File: config.mk
export PLATFORM = sky130hd
export DESIGN_NAME = c_subset_lexer
export DESIGN_NICKNAME = d
export VERILOG_FILES = /design/src/clx_pkg.sv /design/src/c_subset_lexer.sv /design/src/clx_front.sv /design/src/clx_core.sv /design/src/clx_outq.sv
export SDC_FILE = /design/constraint.sdc
export NUM_CORES = 2
export LEC_CHECK = 0
export BUFFER_PORTS_ARGS = -buffer_cell sky130_fd_sc_hd__buf_2
export CORE_MARGIN = 5
export CORE_UTILIZATION = 54
export CTS_CLUSTER_DIAMETER = 40
export DETAILED_ROUTE_END_ITERATION = 8
export GPL_ROUTABILITY_DRIVEN = 0
export HOLD_SLACK_MARGIN = 0.05
export PLACE_DENSITY_LB_ADDON = 0.25
export SLEW_MARGIN = 20
export SYNTH_ARGS = -nofsm -noshare
export SYNTH_HDL_FRONTEND = slang
export SYNTH_HIERARCHICAL = 1
export SYNTH_SLANG_ARGS = --single-unit
File: constraint.sdc
create_clock -name clk -period 28.4 [get_ports clk]
set_input_delay 1.42 -clock clk [delete_from_list [all_inputs] [get_ports clk]]
set_output_delay 1.42 -clock clk [all_outputs]
set_load 0.005 [all_outputs]
File: src/clx_pkg.sv
// Shared types and constants for the C-subset lexer.
// No dependencies; imported by every module of the block.
package clx_pkg;

  localparam int OUT_POS_W = 16;
  localparam int VAL_W     = 64;
  localparam int KW_COUNT  = 6;

  // Token kind codes as seen on the result channel
  localparam logic [2:0] KIND_NUMBER  = 3'd0;
  localparam logic [2:0] KIND_IDENT   = 3'd1;
  localparam logic [2:0] KIND_KEYWORD = 3'd2;
  localparam logic [2:0] KIND_PUNCT   = 3'd3;
  localparam logic [2:0] KIND_END     = 3'd4;
  localparam logic [2:0] KIND_INVALID = 3'd5;

  localparam logic [7:0] CH_EQ   = 8'h3D;
  localparam logic [7:0] CH_ZERO = 8'h30;

  // Byte class, worked out in the front end
  typedef enum logic [2:0] {
    CLS_SPACE,
    CLS_DIGIT,
    CLS_ALPHA,
    CLS_OPSTART,
    CLS_PUNCT,
    CLS_BAD
  } cls_t;

  typedef struct packed {
    logic [7:0] char_code;
    logic       end_of_text;
    cls_t       cls;
  } item_t;

  typedef struct packed {
    logic [2:0]           kind;
    logic [OUT_POS_W-1:0] start_pos;
    logic [OUT_POS_W-1:0] token_len;
    logic [2:0]           keyword_id;
    logic [7:0]           punct_first;
    logic [7:0]           punct_second;
    logic [VAL_W-1:0]     number_value;
    logic                 last_of_run;
  } result_t;

  // Up to two results pushed into the result queue in one cycle
  typedef struct packed {
    logic [1:0] cnt;
    result_t    r0;
    result_t    r1;
  } push_t;

  // Keyword text, left-aligned, zero padded
  function automatic logic [47:0] kw_word(input logic [2:0] k);
    logic [47:0] w;
    unique case (k)
      3'd0:    w = "return";
      3'd1:    w = {"if", 32'd0};
      3'd2:    w = {"else", 16'd0};
      3'd3:    w = {"for", 24'd0};
      3'd4:    w = {"while", 8'd0};
      3'd5:    w = {"int", 24'd0};
      default: w = '0;
    endcase
    return w;
  endfunction

  function automatic logic [2:0] kw_len(input logic [2:0] k);
    logic [2:0] n;
    unique case (k)
      3'd0:    n = 3'd6;
      3'd1:    n = 3'd2;
      3'd2:    n = 3'd4;
      3'd3:    n = 3'd3;
      3'd4:    n = 3'd5;
      3'd5:    n = 3'd3;
      default: n = 3'd0;
    endcase
    return n;
  endfunction

  // Character idx of keyword k; zero past the end
  function automatic logic [7:0] kw_char(input logic [2:0] k, input logic [2:0] idx);
    logic [47:0] w;
    w = kw_word(k) << {idx, 3'b000};
    return w[47:40];
  endfunction

endpackage

File: src/c_subset_lexer.sv
// Top level of the C-subset lexer: front end, lexer core and result queue.
// Depends on clx_pkg, clx_front, clx_core and clx_outq.
//
// Usage:
//   Source bytes enter on the in_ channel (valid/ready), one byte per item;
//   an item with in_end_of_text set flushes any open token and yields an
//   end token, then the lexer is back in its reset state for a new text.
//   Tokens leave on the out_ channel (valid/ready), one token per item;
//   out_last_of_run marks the final token caused by one input item.
// Path: an accepted input item passes the front queue register, then the result
//   queue register, before its first token can be taken.
// Throughput: one byte per cycle. Bytes that produce no token or one token
//   keep that rate; a byte that closes a token and is itself a punctuator
//   or an invalid byte produces two tokens, which leave one after the other.
//   The 4-entry result queue absorbs these; the core only takes a byte
//   while the queue has space for two tokens.
// Reset (rst_n low, synchronous): both queues empty, lexer idle, byte
//   position zero. A stalled receiver fills the result queue, then the
//   2-entry front queue, and then in_ready drops; nothing is lost.
module c_subset_lexer #(
  parameter int POS_BITS = 16
) (
  input  logic        clk,
  input  logic        rst_n,
  input  logic        in_valid,
  output logic        in_ready,
  input  logic [7:0]  in_char_code,
  input  logic        in_end_of_text,
  output logic        out_valid,
  input  logic        out_ready,
  output logic [2:0]  out_kind,
  output logic [clx_pkg::OUT_POS_W-1:0] out_start_pos,
  output logic [clx_pkg::OUT_POS_W-1:0] out_token_len,
  output logic [2:0]  out_keyword_id,
  output logic [7:0]  out_punct_first,
  output logic [7:0]  out_punct_second,
  output logic [clx_pkg::VAL_W-1:0] out_number_value,
  output logic        out_last_of_run
);
  import clx_pkg::*;

  // Front to core: classified byte
  item_t   item;
  logic    item_valid;
  logic    item_ready;
  // Core to result queue
  push_t   push;
  logic    room;
  result_t head;

  clx_front u_front (
    .clk            (clk),
    .rst_n          (rst_n),
    .in_valid       (in_valid),
    .in_ready       (in_ready),
    .in_char_code   (in_char_code),
    .in_end_of_text (in_end_of_text),
    .item_valid     (item_valid),
    .item_ready     (item_ready),
    .item           (item)
  );

  clx_core #(
    .POS_BITS (POS_BITS)
  ) u_core (
    .clk        (clk),
    .rst_n      (rst_n),
    .item_valid (item_valid),
    .item_ready (item_ready),
    .item       (item),
    .room       (room),
    .push       (push)
  );

  clx_outq u_outq (
    .clk       (clk),
    .rst_n     (rst_n),
    .push      (push),
    .room      (room),
    .out_valid (out_valid),
    .out_ready (out_ready),
    .head      (head)
  );

  // Unpack the head of the result queue onto the ports
  assign out_kind         = head.kind;
  assign out_start_pos    = head.start_pos;
  assign out_token_len    = head.token_len;
  assign out_keyword_id   = head.keyword_id;
  assign out_punct_first  = head.punct_first;
  assign out_punct_second = head.punct_second;
  assign out_number_value = head.number_value;
  assign out_last_of_run  = head.last_of_run;

endmodule

File: src/clx_front.sv
// Front end: accepts source bytes, classifies them and queues them (2 entries).
// Depends on clx_pkg.
module clx_front (
  input  logic           clk,
  input  logic           rst_n,
  input  logic           in_valid,
  output logic           in_ready,
  input  logic [7:0]     in_char_code,
  input  logic           in_end_of_text,
  output logic           item_valid,
  input  logic           item_ready,
  output clx_pkg::item_t item
);
  import clx_pkg::*;

  item_t      q_r [2];
  logic       wr_ptr_r, wr_ptr_nxt;
  logic       rd_ptr_r, rd_ptr_nxt;
  logic [1:0] cnt_r, cnt_nxt;
  logic       push, pop;
  item_t      new_item;

  function automatic cls_t classify(input logic [7:0] c);
    cls_t r;
    priority if (c == 8'd32 || (c >= 8'd9 && c <= 8'd13)) r = CLS_SPACE;
    else if (c >= 8'd48 && c <= 8'd57) r = CLS_DIGIT;
    else if ((c >= 8'd97 && c <= 8'd122) || (c >= 8'd65 && c <= 8'd90) || c == 8'd95)
      r = CLS_ALPHA;
    else if (c == 8'd61 || c == 8'd33 || c == 8'd60 || c == 8'd62) r = CLS_OPSTART;
    else if ((c >= 8'd33 && c <= 8'd47) || (c >= 8'd58 && c <= 8'd64) ||
             (c >= 8'd91 && c <= 8'd96) || (c >= 8'd123 && c <= 8'd126))
      r = CLS_PUNCT;
    else r = CLS_BAD;
    return r;
  endfunction

  assign in_ready   = (cnt_r != 2'd2);
  assign item_valid = (cnt_r != 2'd0);
  assign item       = q_r[rd_ptr_r];
  assign push       = in_valid && in_ready;
  assign pop        = item_valid && item_ready;

  always_comb begin
    new_item.char_code   = in_char_code;
    new_item.end_of_text = in_end_of_text;
    new_item.cls         = classify(in_char_code);
    wr_ptr_nxt = push ? ~wr_ptr_r : wr_ptr_r;
    rd_ptr_nxt = pop ? ~rd_ptr_r : rd_ptr_r;
    cnt_nxt    = cnt_r + {1'b0, push} - {1'b0, pop};
  end

  always_ff @(posedge clk) begin
    if (!rst_n) begin
      wr_ptr_r <= 1'b0;
      rd_ptr_r <= 1'b0;
      cnt_r    <= 2'd0;
    end else begin
      wr_ptr_r <= wr_ptr_nxt;
      rd_ptr_r <= rd_ptr_nxt;
      cnt_r    <= cnt_nxt;
    end
  end

  always_ff @(posedge clk) begin
    if (push) begin
      q_r[wr_ptr_r] <= new_item;
    end
  end

endmodule

File: src/clx_core.sv
// Back end: lexer state machine; turns one queued item into up to two results.
// Depends on clx_pkg.
module clx_core #(
  parameter int POS_BITS = 16
) (
  input  logic           clk,
  input  logic           rst_n,
  input  logic           item_valid,
  output logic           item_ready,
  input  clx_pkg::item_t item,
  input  logic           room,
  output clx_pkg::push_t push
);
  import clx_pkg::*;

  typedef enum logic [2:0] {
    MODE_IDLE,
    MODE_NUM,
    MODE_IDENT,
    MODE_OP,
    MODE_ERR
  } mode_t;

  mode_t                mode_r, mode_nxt;
  logic [POS_BITS-1:0]  pos_r, pos_nxt;
  logic [POS_BITS-1:0]  tstart_r, tstart_nxt;
  logic [POS_BITS-1:0]  tlen_r, tlen_nxt;
  logic [VAL_W-1:0]     acc_r, acc_nxt;
  logic [KW_COUNT-1:0]  kwmask_r, kwmask_nxt;
  logic [7:0]           pend_r, pend_nxt;

  logic                 pop;
  logic                 f_v, s_v, do_start;
  result_t              f_tok, s_tok, flush_tok, blank;
  logic                 flush_has;
  logic [VAL_W+3:0]     prod;
  logic [2:0]           kw_id;
  logic                 kw_hit;
  logic [7:0]           c;
  logic                 is_alnum;

  function automatic logic [POS_BITS-1:0] sat_inc(input logic [POS_BITS-1:0] v);
    return (&v) ? v : v + POS_BITS'(1);
  endfunction

  // Drop keyword candidates that do not have char ch at offset off
  function automatic logic [KW_COUNT-1:0] mask_upd(input logic [KW_COUNT-1:0] m,
                                                   input logic [7:0] ch,
                                                   input logic [POS_BITS-1:0] off);
    logic [KW_COUNT-1:0] r;
    r = m;
    for (int k = 0; k < KW_COUNT; k++) begin
      if (off >= POS_BITS'(kw_len(3'(k))) || kw_char(3'(k), off[2:0]) != ch) begin
        r[k] = 1'b0;
      end
    end
    return r;
  endfunction

  assign item_ready = room;
  assign pop        = item_valid && room;
  assign c          = item.char_code;
  assign is_alnum   = (item.cls == CLS_ALPHA) || (item.cls == CLS_DIGIT);

  // accum * 10 + digit, overflow shows in the top bits
  assign prod = ({4'b0, acc_r} << 3) + ({4'b0, acc_r} << 1) + (VAL_W+4)'(c[3:0]);

  // First keyword candidate whose length matches the token
  always_comb begin
    kw_id  = 3'd0;
    kw_hit = 1'b0;
    for (int k = KW_COUNT - 1; k >= 0; k--) begin
      if (kwmask_r[k] && tlen_r == POS_BITS'(kw_len(3'(k)))) begin
        kw_id  = 3'(k);
        kw_hit = 1'b1;
      end
    end
  end

  always_comb begin
    blank      = '0;
    flush_tok  = blank;
    flush_tok.start_pos = OUT_POS_W'(tstart_r);
    flush_tok.token_len = OUT_POS_W'(tlen_r);
    flush_has  = 1'b0;
    unique case (mode_r)
      MODE_NUM: begin
        flush_has              = 1'b1;
        flush_tok.kind         = KIND_NUMBER;
        flush_tok.number_value = acc_r;
      end
      MODE_IDENT: begin
        flush_has            = 1'b1;
        flush_tok.kind       = kw_hit ? KIND_KEYWORD : KIND_IDENT;
        flush_tok.keyword_id = kw_hit ? kw_id : 3'd0;
      end
      MODE_OP: begin
        flush_has             = 1'b1;
        flush_tok.kind        = KIND_PUNCT;
        flush_tok.token_len   = OUT_POS_W'(1);
        flush_tok.punct_first = pend_r;
      end
      default: flush_has = 1'b0;
    endcase
  end

  always_comb begin
    mode_nxt   = mode_r;
    pos_nxt    = pos_r;
    tstart_nxt = tstart_r;
    tlen_nxt   = tlen_r;
    acc_nxt    = acc_r;
    kwmask_nxt = kwmask_r;
    pend_nxt   = pend_r;
    f_v        = 1'b0;
    s_v        = 1'b0;
    do_start   = 1'b0;
    f_tok      = flush_tok;
    s_tok      = blank;
    s_tok.start_pos = OUT_POS_W'(pos_r);

    if (pop) begin
      if (item.end_of_text) begin
        f_v        = flush_has;
        s_v        = 1'b1;
        s_tok.kind = KIND_END;
        mode_nxt   = MODE_IDLE;
        pos_nxt    = '0;
        tstart_nxt = '0;
        tlen_nxt   = '0;
        acc_nxt    = '0;
        kwmask_nxt = '1;
        pend_nxt   = '0;
      end else begin
        pos_nxt = sat_inc(pos_r);
        unique case (mode_r)
          MODE_ERR: ;
          MODE_NUM: begin
            if (item.cls == CLS_DIGIT) begin
              acc_nxt  = (|prod[VAL_W+3:VAL_W]) ? '1 : prod[VAL_W-1:0];
              tlen_nxt = sat_inc(tlen_r);
            end else begin
              f_v      = 1'b1;
              mode_nxt = MODE_IDLE;
              do_start = 1'b1;
            end
          end
          MODE_IDENT: begin
            if (is_alnum) begin
              kwmask_nxt = mask_upd(kwmask_r, c, tlen_r);
              tlen_nxt   = sat_inc(tlen_r);
            end else begin
              f_v      = 1'b1;
              mode_nxt = MODE_IDLE;
              do_start = 1'b1;
            end
          end
          MODE_OP: begin
            f_v      = 1'b1;
            mode_nxt = MODE_IDLE;
            pend_nxt = '0;
            if (c == CH_EQ) begin
              f_tok.token_len    = OUT_POS_W'(2);
              f_tok.punct_second = c;
            end else begin
              do_start = 1'b1;
            end
          end
          default: do_start = 1'b1;
        endcase

        if (do_start) begin
          tstart_nxt = pos_r;
          tlen_nxt   = POS_BITS'(1);
          unique case (item.cls)
            CLS_SPACE: ;
            CLS_DIGIT: begin
              mode_nxt = MODE_NUM;
              acc_nxt  = VAL_W'(c - CH_ZERO);
            end
            CLS_ALPHA: begin
              mode_nxt   = MODE_IDENT;
              kwmask_nxt = mask_upd('1, c, '0);
            end
            CLS_OPSTART: begin
              mode_nxt = MODE_OP;
              pend_nxt = c;
            end
            CLS_PUNCT: begin
              s_v               = 1'b1;
              s_tok.kind        = KIND_PUNCT;
              s_tok.token_len   = OUT_POS_W'(1);
              s_tok.punct_first = c;
            end
            default: begin
              s_v               = 1'b1;
              s_tok.kind        = KIND_INVALID;
              s_tok.token_len   = OUT_POS_W'(1);
              s_tok.punct_first = c;
              mode_nxt          = MODE_ERR;
            end
          endcase
        end
      end
    end

    // Pack results in order; the final one carries last_of_run
    push.cnt = {1'b0, f_v} + {1'b0, s_v};
    push.r0  = f_v ? f_tok : s_tok;
    push.r1  = s_tok;
    push.r0.last_of_run = !(f_v && s_v);
    push.r1.last_of_run = 1'b1;
  end

  always_ff @(posedge clk) begin
    if (!rst_n) begin
      mode_r   <= MODE_IDLE;
      pos_r    <= '0;
      tstart_r <= '0;
      tlen_r   <= '0;
      acc_r    <= '0;
      kwmask_r <= '1;
      pend_r   <= '0;
    end else begin
      mode_r   <= mode_nxt;
      pos_r    <= pos_nxt;
      tstart_r <= tstart_nxt;
      tlen_r   <= tlen_nxt;
      acc_r    <= acc_nxt;
      kwmask_r <= kwmask_nxt;
      pend_r   <= pend_nxt;
    end
  end

endmodule

File: src/clx_outq.sv
// Result queue: 4 entries, takes up to two results a cycle, gives one while out_ready is high.
// Depends on clx_pkg.
module clx_outq (
  input  logic             clk,
  input  logic             rst_n,
  input  clx_pkg::push_t   push,
  output logic             room,
  output logic             out_valid,
  input  logic             out_ready,
  output clx_pkg::result_t head
);
  import clx_pkg::*;

  result_t    q_r [4];
  logic [1:0] wr_ptr_r, wr_ptr_nxt;
  logic [1:0] rd_ptr_r, rd_ptr_nxt;
  logic [2:0] cnt_r, cnt_nxt;
  logic       pop;

  // Space for two results whatever the consumer does
  assign room      = (cnt_r <= 3'd2);
  assign out_valid = (cnt_r != 3'd0);
  assign head      = q_r[rd_ptr_r];
  assign pop       = out_valid && out_ready;

  always_comb begin
    wr_ptr_nxt = wr_ptr_r + push.cnt;
    rd_ptr_nxt = rd_ptr_r + {1'b0, pop};
    cnt_nxt    = cnt_r + {1'b0, push.cnt} - {2'b0, pop};
  end

  always_ff @(posedge clk) begin
    if (!rst_n) begin
      wr_ptr_r <= '0;
      rd_ptr_r <= '0;
      cnt_r    <= '0;
    end else begin
      wr_ptr_r <= wr_ptr_nxt;
      rd_ptr_r <= rd_ptr_nxt;
      cnt_r    <= cnt_nxt;
    end
  end

  always_ff @(posedge clk) begin
    if (push.cnt != 2'd0) begin
      q_r[wr_ptr_r] <= push.r0;
    end
    if (push.cnt == 2'd2) begin
      q_r[wr_ptr_r + 2'd1] <= push.r1;
    end
  end

endmodule
==> flow_summary.html <==
<table>
<tr><th>Metric</th><th>Value</th></tr>
<tr><th colspan="2">Cells and area</th></tr>
<tr><td>Share of post-route cells with drive strength above 1</td><td>30.9%</td></tr>
<tr><td>Number of non-filler instances in the completed layout</td><td>4248</td></tr>
<tr><td>Area growth from synthesis to layout</td><td>11.0%</td></tr>
<tr><td>Final net count</td><td>3382</td></tr>
<tr><th colspan="2">Timing</th></tr>
<tr><td>Clock period minus worst slack</td><td>6.45 ns</td></tr>
<tr><td>Fmax</td><td>155 MHz</td></tr>
<tr><td>Final setup TNS</td><td>0 ns</td></tr>
<tr><td>Max-slew violations</td><td>0</td></tr>
<tr><td>Total setup violations reported at the end of the flow</td><td>0</td></tr>
<tr><td>Setup repair after global routing missed its margin</td><td>no</td></tr>
<tr><td>Clock Skews</td><td>0.0240 ns</td></tr>
<tr><td>Period Utilization, post-route</td><td>22.7%</td></tr>
<tr><td>Number of hold-slack violations in the final timing report</td><td>0</td></tr>
<tr><td>Headroom to the max-slew limit</td><td>17.5%</td></tr>
<tr><td>Transition time of the tightest slew-check pin</td><td>1.23 ns</td></tr>
<tr><th colspan="2">Synth</th></tr>
<tr><td>Leading area contributor after synthesis</td><td>edfxtp_1</td></tr>
<tr><td>Post-synthesis instance area</td><td>38500 µm²</td></tr>
<tr><td>Yosys warns</td><td>6</td></tr>
<tr><td>Top-area cell type share of the netlist area</td><td>39.0%</td></tr>
<tr><td>Predominant post-synthesis flop cell</td><td>edfxtp_1</td></tr>
<tr><td>Syn_area_per_cell</td><td>12.2 µm²</td></tr>
<tr><td>Fraction of synthesis flops using an asynchronous set or reset pin</td><td>0%</td></tr>
<tr><td>Synthesized instance count</td><td>3146</td></tr>
<tr><td>Most area-consuming cells after synthesis</td><td>edfxtp_1, mux2_2, dfxtp_1, mux4_2, ha_1</td></tr>
<tr><td>Number of enable-type register cells in the synthesized netlist</td><td>500</td></tr>
<tr><td>Number of distinct library cell variants in the gate-level netlist after synthesis</td><td>113</td></tr>
<tr><td>Synthesized flop and latch total</td><td>641</td></tr>
<tr><td>Sequential element share of the synthesized area</td><td>46.4%</td></tr>
<tr><th colspan="2">Die</th></tr>
<tr><td>Placeable core area</td><td>70400 µm²</td></tr>
<tr><td># rows</td><td>97</td></tr>
<tr><td>I/O pin count</td><td>134</td></tr>
<tr><td>Die Width</td><td>277 µm</td></tr>
<tr><td>Die Ht</td><td>277 µm</td></tr>
<tr><td>Initial Util</td><td>54.7%</td></tr>
<tr><td>Area of the die</td><td>76700 µm²</td></tr>
<tr><th colspan="2">Setup path</th></tr>
<tr><td>Endpoint of the most critical register-to-register path</td><td>u_outq/q_r[0][106]</td></tr>
<tr><td>Count of cells along the worst register-to-register path</td><td>15</td></tr>
<tr><td>CP Class</td><td>flip-flop to flip-flop</td></tr>
<tr><td>Data required time at the worst endpoint</td><td>28.79 ns</td></tr>
<tr><td>Internal reg-to-reg setup slack</td><td>21.95 ns</td></tr>
<tr><td>Critical path fanouts, max</td><td>62</td></tr>
<tr><td>CP Capture Type</td><td>flip-flop</td></tr>
<tr><td>Startpoint type of the worst setup path</td><td>flip-flop</td></tr>
<tr><td>Worst endpoint data arrival time</td><td>6.84 ns</td></tr>
<tr><th colspan="2">Clock network</th></tr>
<tr><td>Max H-tree Level</td><td>3</td></tr>
<tr><td>Count of hold-fix buffers inserted at cts</td><td>0</td></tr>
<tr><td>Count of buffers added by post-CTS timing repair for setup</td><td>0</td></tr>
<tr><td>Post_cts resized</td><td>0</td></tr>
<tr><td>Post-CTS clock slew at the launch and capture registers of the worst setup and hold paths</td><td>0.06 ns</td></tr>
<tr><td>CTS max path bufs</td><td>3</td></tr>
<tr><td>Clock buffer count from CTS</td><td>98</td></tr>
<tr><td>Insertion delay to the later sink of the worst-skew pair</td><td>0.65 ns</td></tr>
<tr><td>Library cell used as clock root buffer</td><td>clkbuf_16</td></tr>
<tr><td>Clock Sinks</td><td>641</td></tr>
<tr><td>Clock tree from TritonCTS</td><td>built</td></tr>
<tr><th colspan="2">Worst hold path</th></tr>
<tr><td>Hold Path Cell Cnt</td><td>1</td></tr>
<tr><td>Worst min-delay path startpoint</td><td>u_core/tstart_r[14]</td></tr>
<tr><td>Worst hold endpoint</td><td>u_core/tstart_r[14]</td></tr>
<tr><td>Tightest Hold Check Type</td><td>flip-flop to flip-flop</td></tr>
<tr><th colspan="2">Global routing</th></tr>
<tr><td>Maximum number of pins on one net before global-route repair</td><td>67</td></tr>
<tr><td>Vias in the first global route</td><td>27200</td></tr>
<tr><td>Global-route wire length before repair</td><td>156000 µm</td></tr>
<tr><td>GRT Residual Overflow</td><td>0</td></tr>
<tr><td>Number of antenna violations at the first check in global routing</td><td>4</td></tr>
<tr><td>Tot GR Track Use</td><td>25.1%</td></tr>
<tr><th colspan="2">Power and ir drop</th></tr>
<tr><td>Total power</td><td>3.19 mW</td></tr>
<tr><td>Maximum VDD drop</td><td>53.3 µV</td></tr>
<tr><td>Total power density per cell area</td><td>74.7 nW/µm²</td></tr>
<tr><td>Leakage power figure</td><td>16.5 nW</td></tr>
<tr><th colspan="2">Placed design</th></tr>
<tr><td>I/O Buffers</td><td>133</td></tr>
<tr><td>DP Wirelength</td><td>63000 µm</td></tr>
<tr><td>Number of placed cells counting well taps</td><td>4062</td></tr>
<tr><th colspan="2">Flow run</th></tr>
<tr><td>Max-cap viol count</td><td>0</td></tr>
<tr><th colspan="2">Routing</th></tr>
<tr><td>Pre-antenna DRT Iters</td><td>6</td></tr>
<tr><td>Via count</td><td>26400</td></tr>
<tr><td>Initial DRC count</td><td>2451</td></tr>
<tr><td>Detailed Route WL</td><td>98600 µm</td></tr>
<tr><td>Routed met3 length</td><td>6330 µm</td></tr>
<tr><td>Top layer in use</td><td>met5</td></tr>
<tr><td>Routed Antenna Nets</td><td>0</td></tr>
<tr><td>Routed length on met1</td><td>42400 µm</td></tr>
<tr><td>Via density per instance</td><td>6.21</td></tr>
<tr><td>Met2 WL</td><td>47800 µm</td></tr>
<tr><td>Residual DRC</td><td>0</td></tr>
<tr><td>Wire per inst</td><td>23.2 µm</td></tr>
<tr><th colspan="2">Outcome</th></tr>
<tr><td>Status</td><td>finished, final reports clean</td></tr>
</table>
## area by class of cell
type                            instances  area (µm²)
Timing Repair Buffer                  172         966
Sequential cell                       641       17800
Multi-Input combinational cell       2271       19200
Clock inverter                         69         766
Inverter                               39         146
Clock buffer                          114        2610
Antenna cell                            2        5.00
Tap cell                              940        1180
Fill cell                            5574       27700
## cell families (layout without fill, tap and decap cells)
logic type / count (synthesis) / count (layout) / share of synthesized area [%]
AO/OA/AOI/OAI: 602 / 602 / 10.5
XOR/XNOR: 92 / 92 / 2.17
adder cells (fa/ha/maj): 146 / 146 / 4.81
buffers and inverters: 326 / 394 / 4.91
flip-flops: 641 / 641 / 46.4
multiplexers: 615 / 615 / 21.5
other: 2 / 96 / 0.0195
AND/OR/NAND/NOR: 722 / 722 / 9.73
## how the worst max path moves through the flow
stage,from,end,depth (start not counted)
after floorplan,flip-flop,u_outq/q_r[0][0],14
after global placement,flip-flop,u_outq/q_r[2][86],15
after CTS,flip-flop,u_outq/q_r[0][118],15
after detailed placement,flip-flop,u_outq/q_r[0][109],15
final,flip-flop,u_outq/q_r[0][106],15
after global routing,flip-flop,u_outq/q_r[0][118],15
## critical path: stages (launching register included)
cell and delay (ns):
dfxtp_1 0.65, mux2_2 0.48, nand2b_1 0.16, a21oi_1 0.12, a21oi_1 0.07, nor2_1 0.11, nor3_1 0.06, o21ai_1 0.35
or3_1 0.17, buf_4 0.30, clkinv_1 0.55, ha_1 0.71, nand4b_1 0.25, buf_4 0.81, buf_4 0.91, mux2_2 0.42
## flip-flops by register name, summed over array words and instances (netlist names), named ones only
signal / count
u_core/acc_r: 64
u_outq/cnt_r: 3
u_core/pos_r: 16
u_core/tstart_r: 16
u_front/q_r: 24
u_front/cnt_r: 2
u_front/rd_ptr_r: 1
u_core/pend_r: 8
u_core/kwmask_r: 6
u_outq/wr_ptr_r: 2
u_core/tlen_r: 16
u_outq/q_r: 476
u_front/wr_ptr_r: 1
u_core/mode_r: 3
u_outq/rd_ptr_r: 2
## report_power, final
group / internal [mW] / leakage [nW] / total [mW] / switching, mW
Sequential: 1.15 / 6.10 / 1.21 / 0.0614
Combinational: 0.309 / 8.82 / 0.772 / 0.462
Clock: 0.757 / 1.61 / 1.21 / 0.452
## stage by stage
step | instance area [µm²] | utilization, % | worst slack (ns) | hold WS [ns]
floorplan | 38800 | - | 16.11 | 0.426
detailed placement | 39300 | 55.8 | 22.05 | 0.465
global route | 42700 | 60.6 | 21.62 | 0.499
CTS | 42700 | 60.6 | 22.00 | 0.480
finish | 42700 | 60.6 | 21.95 | 0.479
global placement | 39300 | 55.8 | 21.92 | 0.433
## cells in the final DEF, fill, tap and decap left out, types with 15 or more instances in the layout
cell type,n
or3_1,17
a21oi_1,200
clkinvlp_4,15
mux4_2,119
nand2_1,218
nand2b_1,16
dfxtp_1,139
nand4_1,34
buf_2,133
a31oi_1,22
and3_1,27
a22oi_1,17
o21ai_1,29
buf_4,37
xnor2_1,46
a21o_1,26
o21ai_0,109
nand3_1,36
mux2_1,19
nor3_1,27
a22o_1,25
conb_1,94
ha_1,143
a221oi_2,23
and2_1,104
inv_1,36
nor2_1,143
clkbuf_16,100
edfxtp_1,500
mux2_2,469
xor2_1,44
## metal layers
layer | track usage, % | vias to the layer above
met4 | 6.50 | 2
met3 | 3.52 | 142
met2 | 42.2 | 930
met1 | 34.6 | 13200
met5 | 0 | -
li1 | - | 12100
## cell usage after synthesis (all sizes together) (46+ instances only)
cell / instances
edfxtp: 500
mux2: 488
nand2: 223
buf: 215
a21oi: 208
nor2: 148
ha: 143
o21ai: 142
dfxtp: 141
mux4: 119
and2: 107
clkbuf: 72
xnor2: 46
Power figures use the tool's default switching activity.
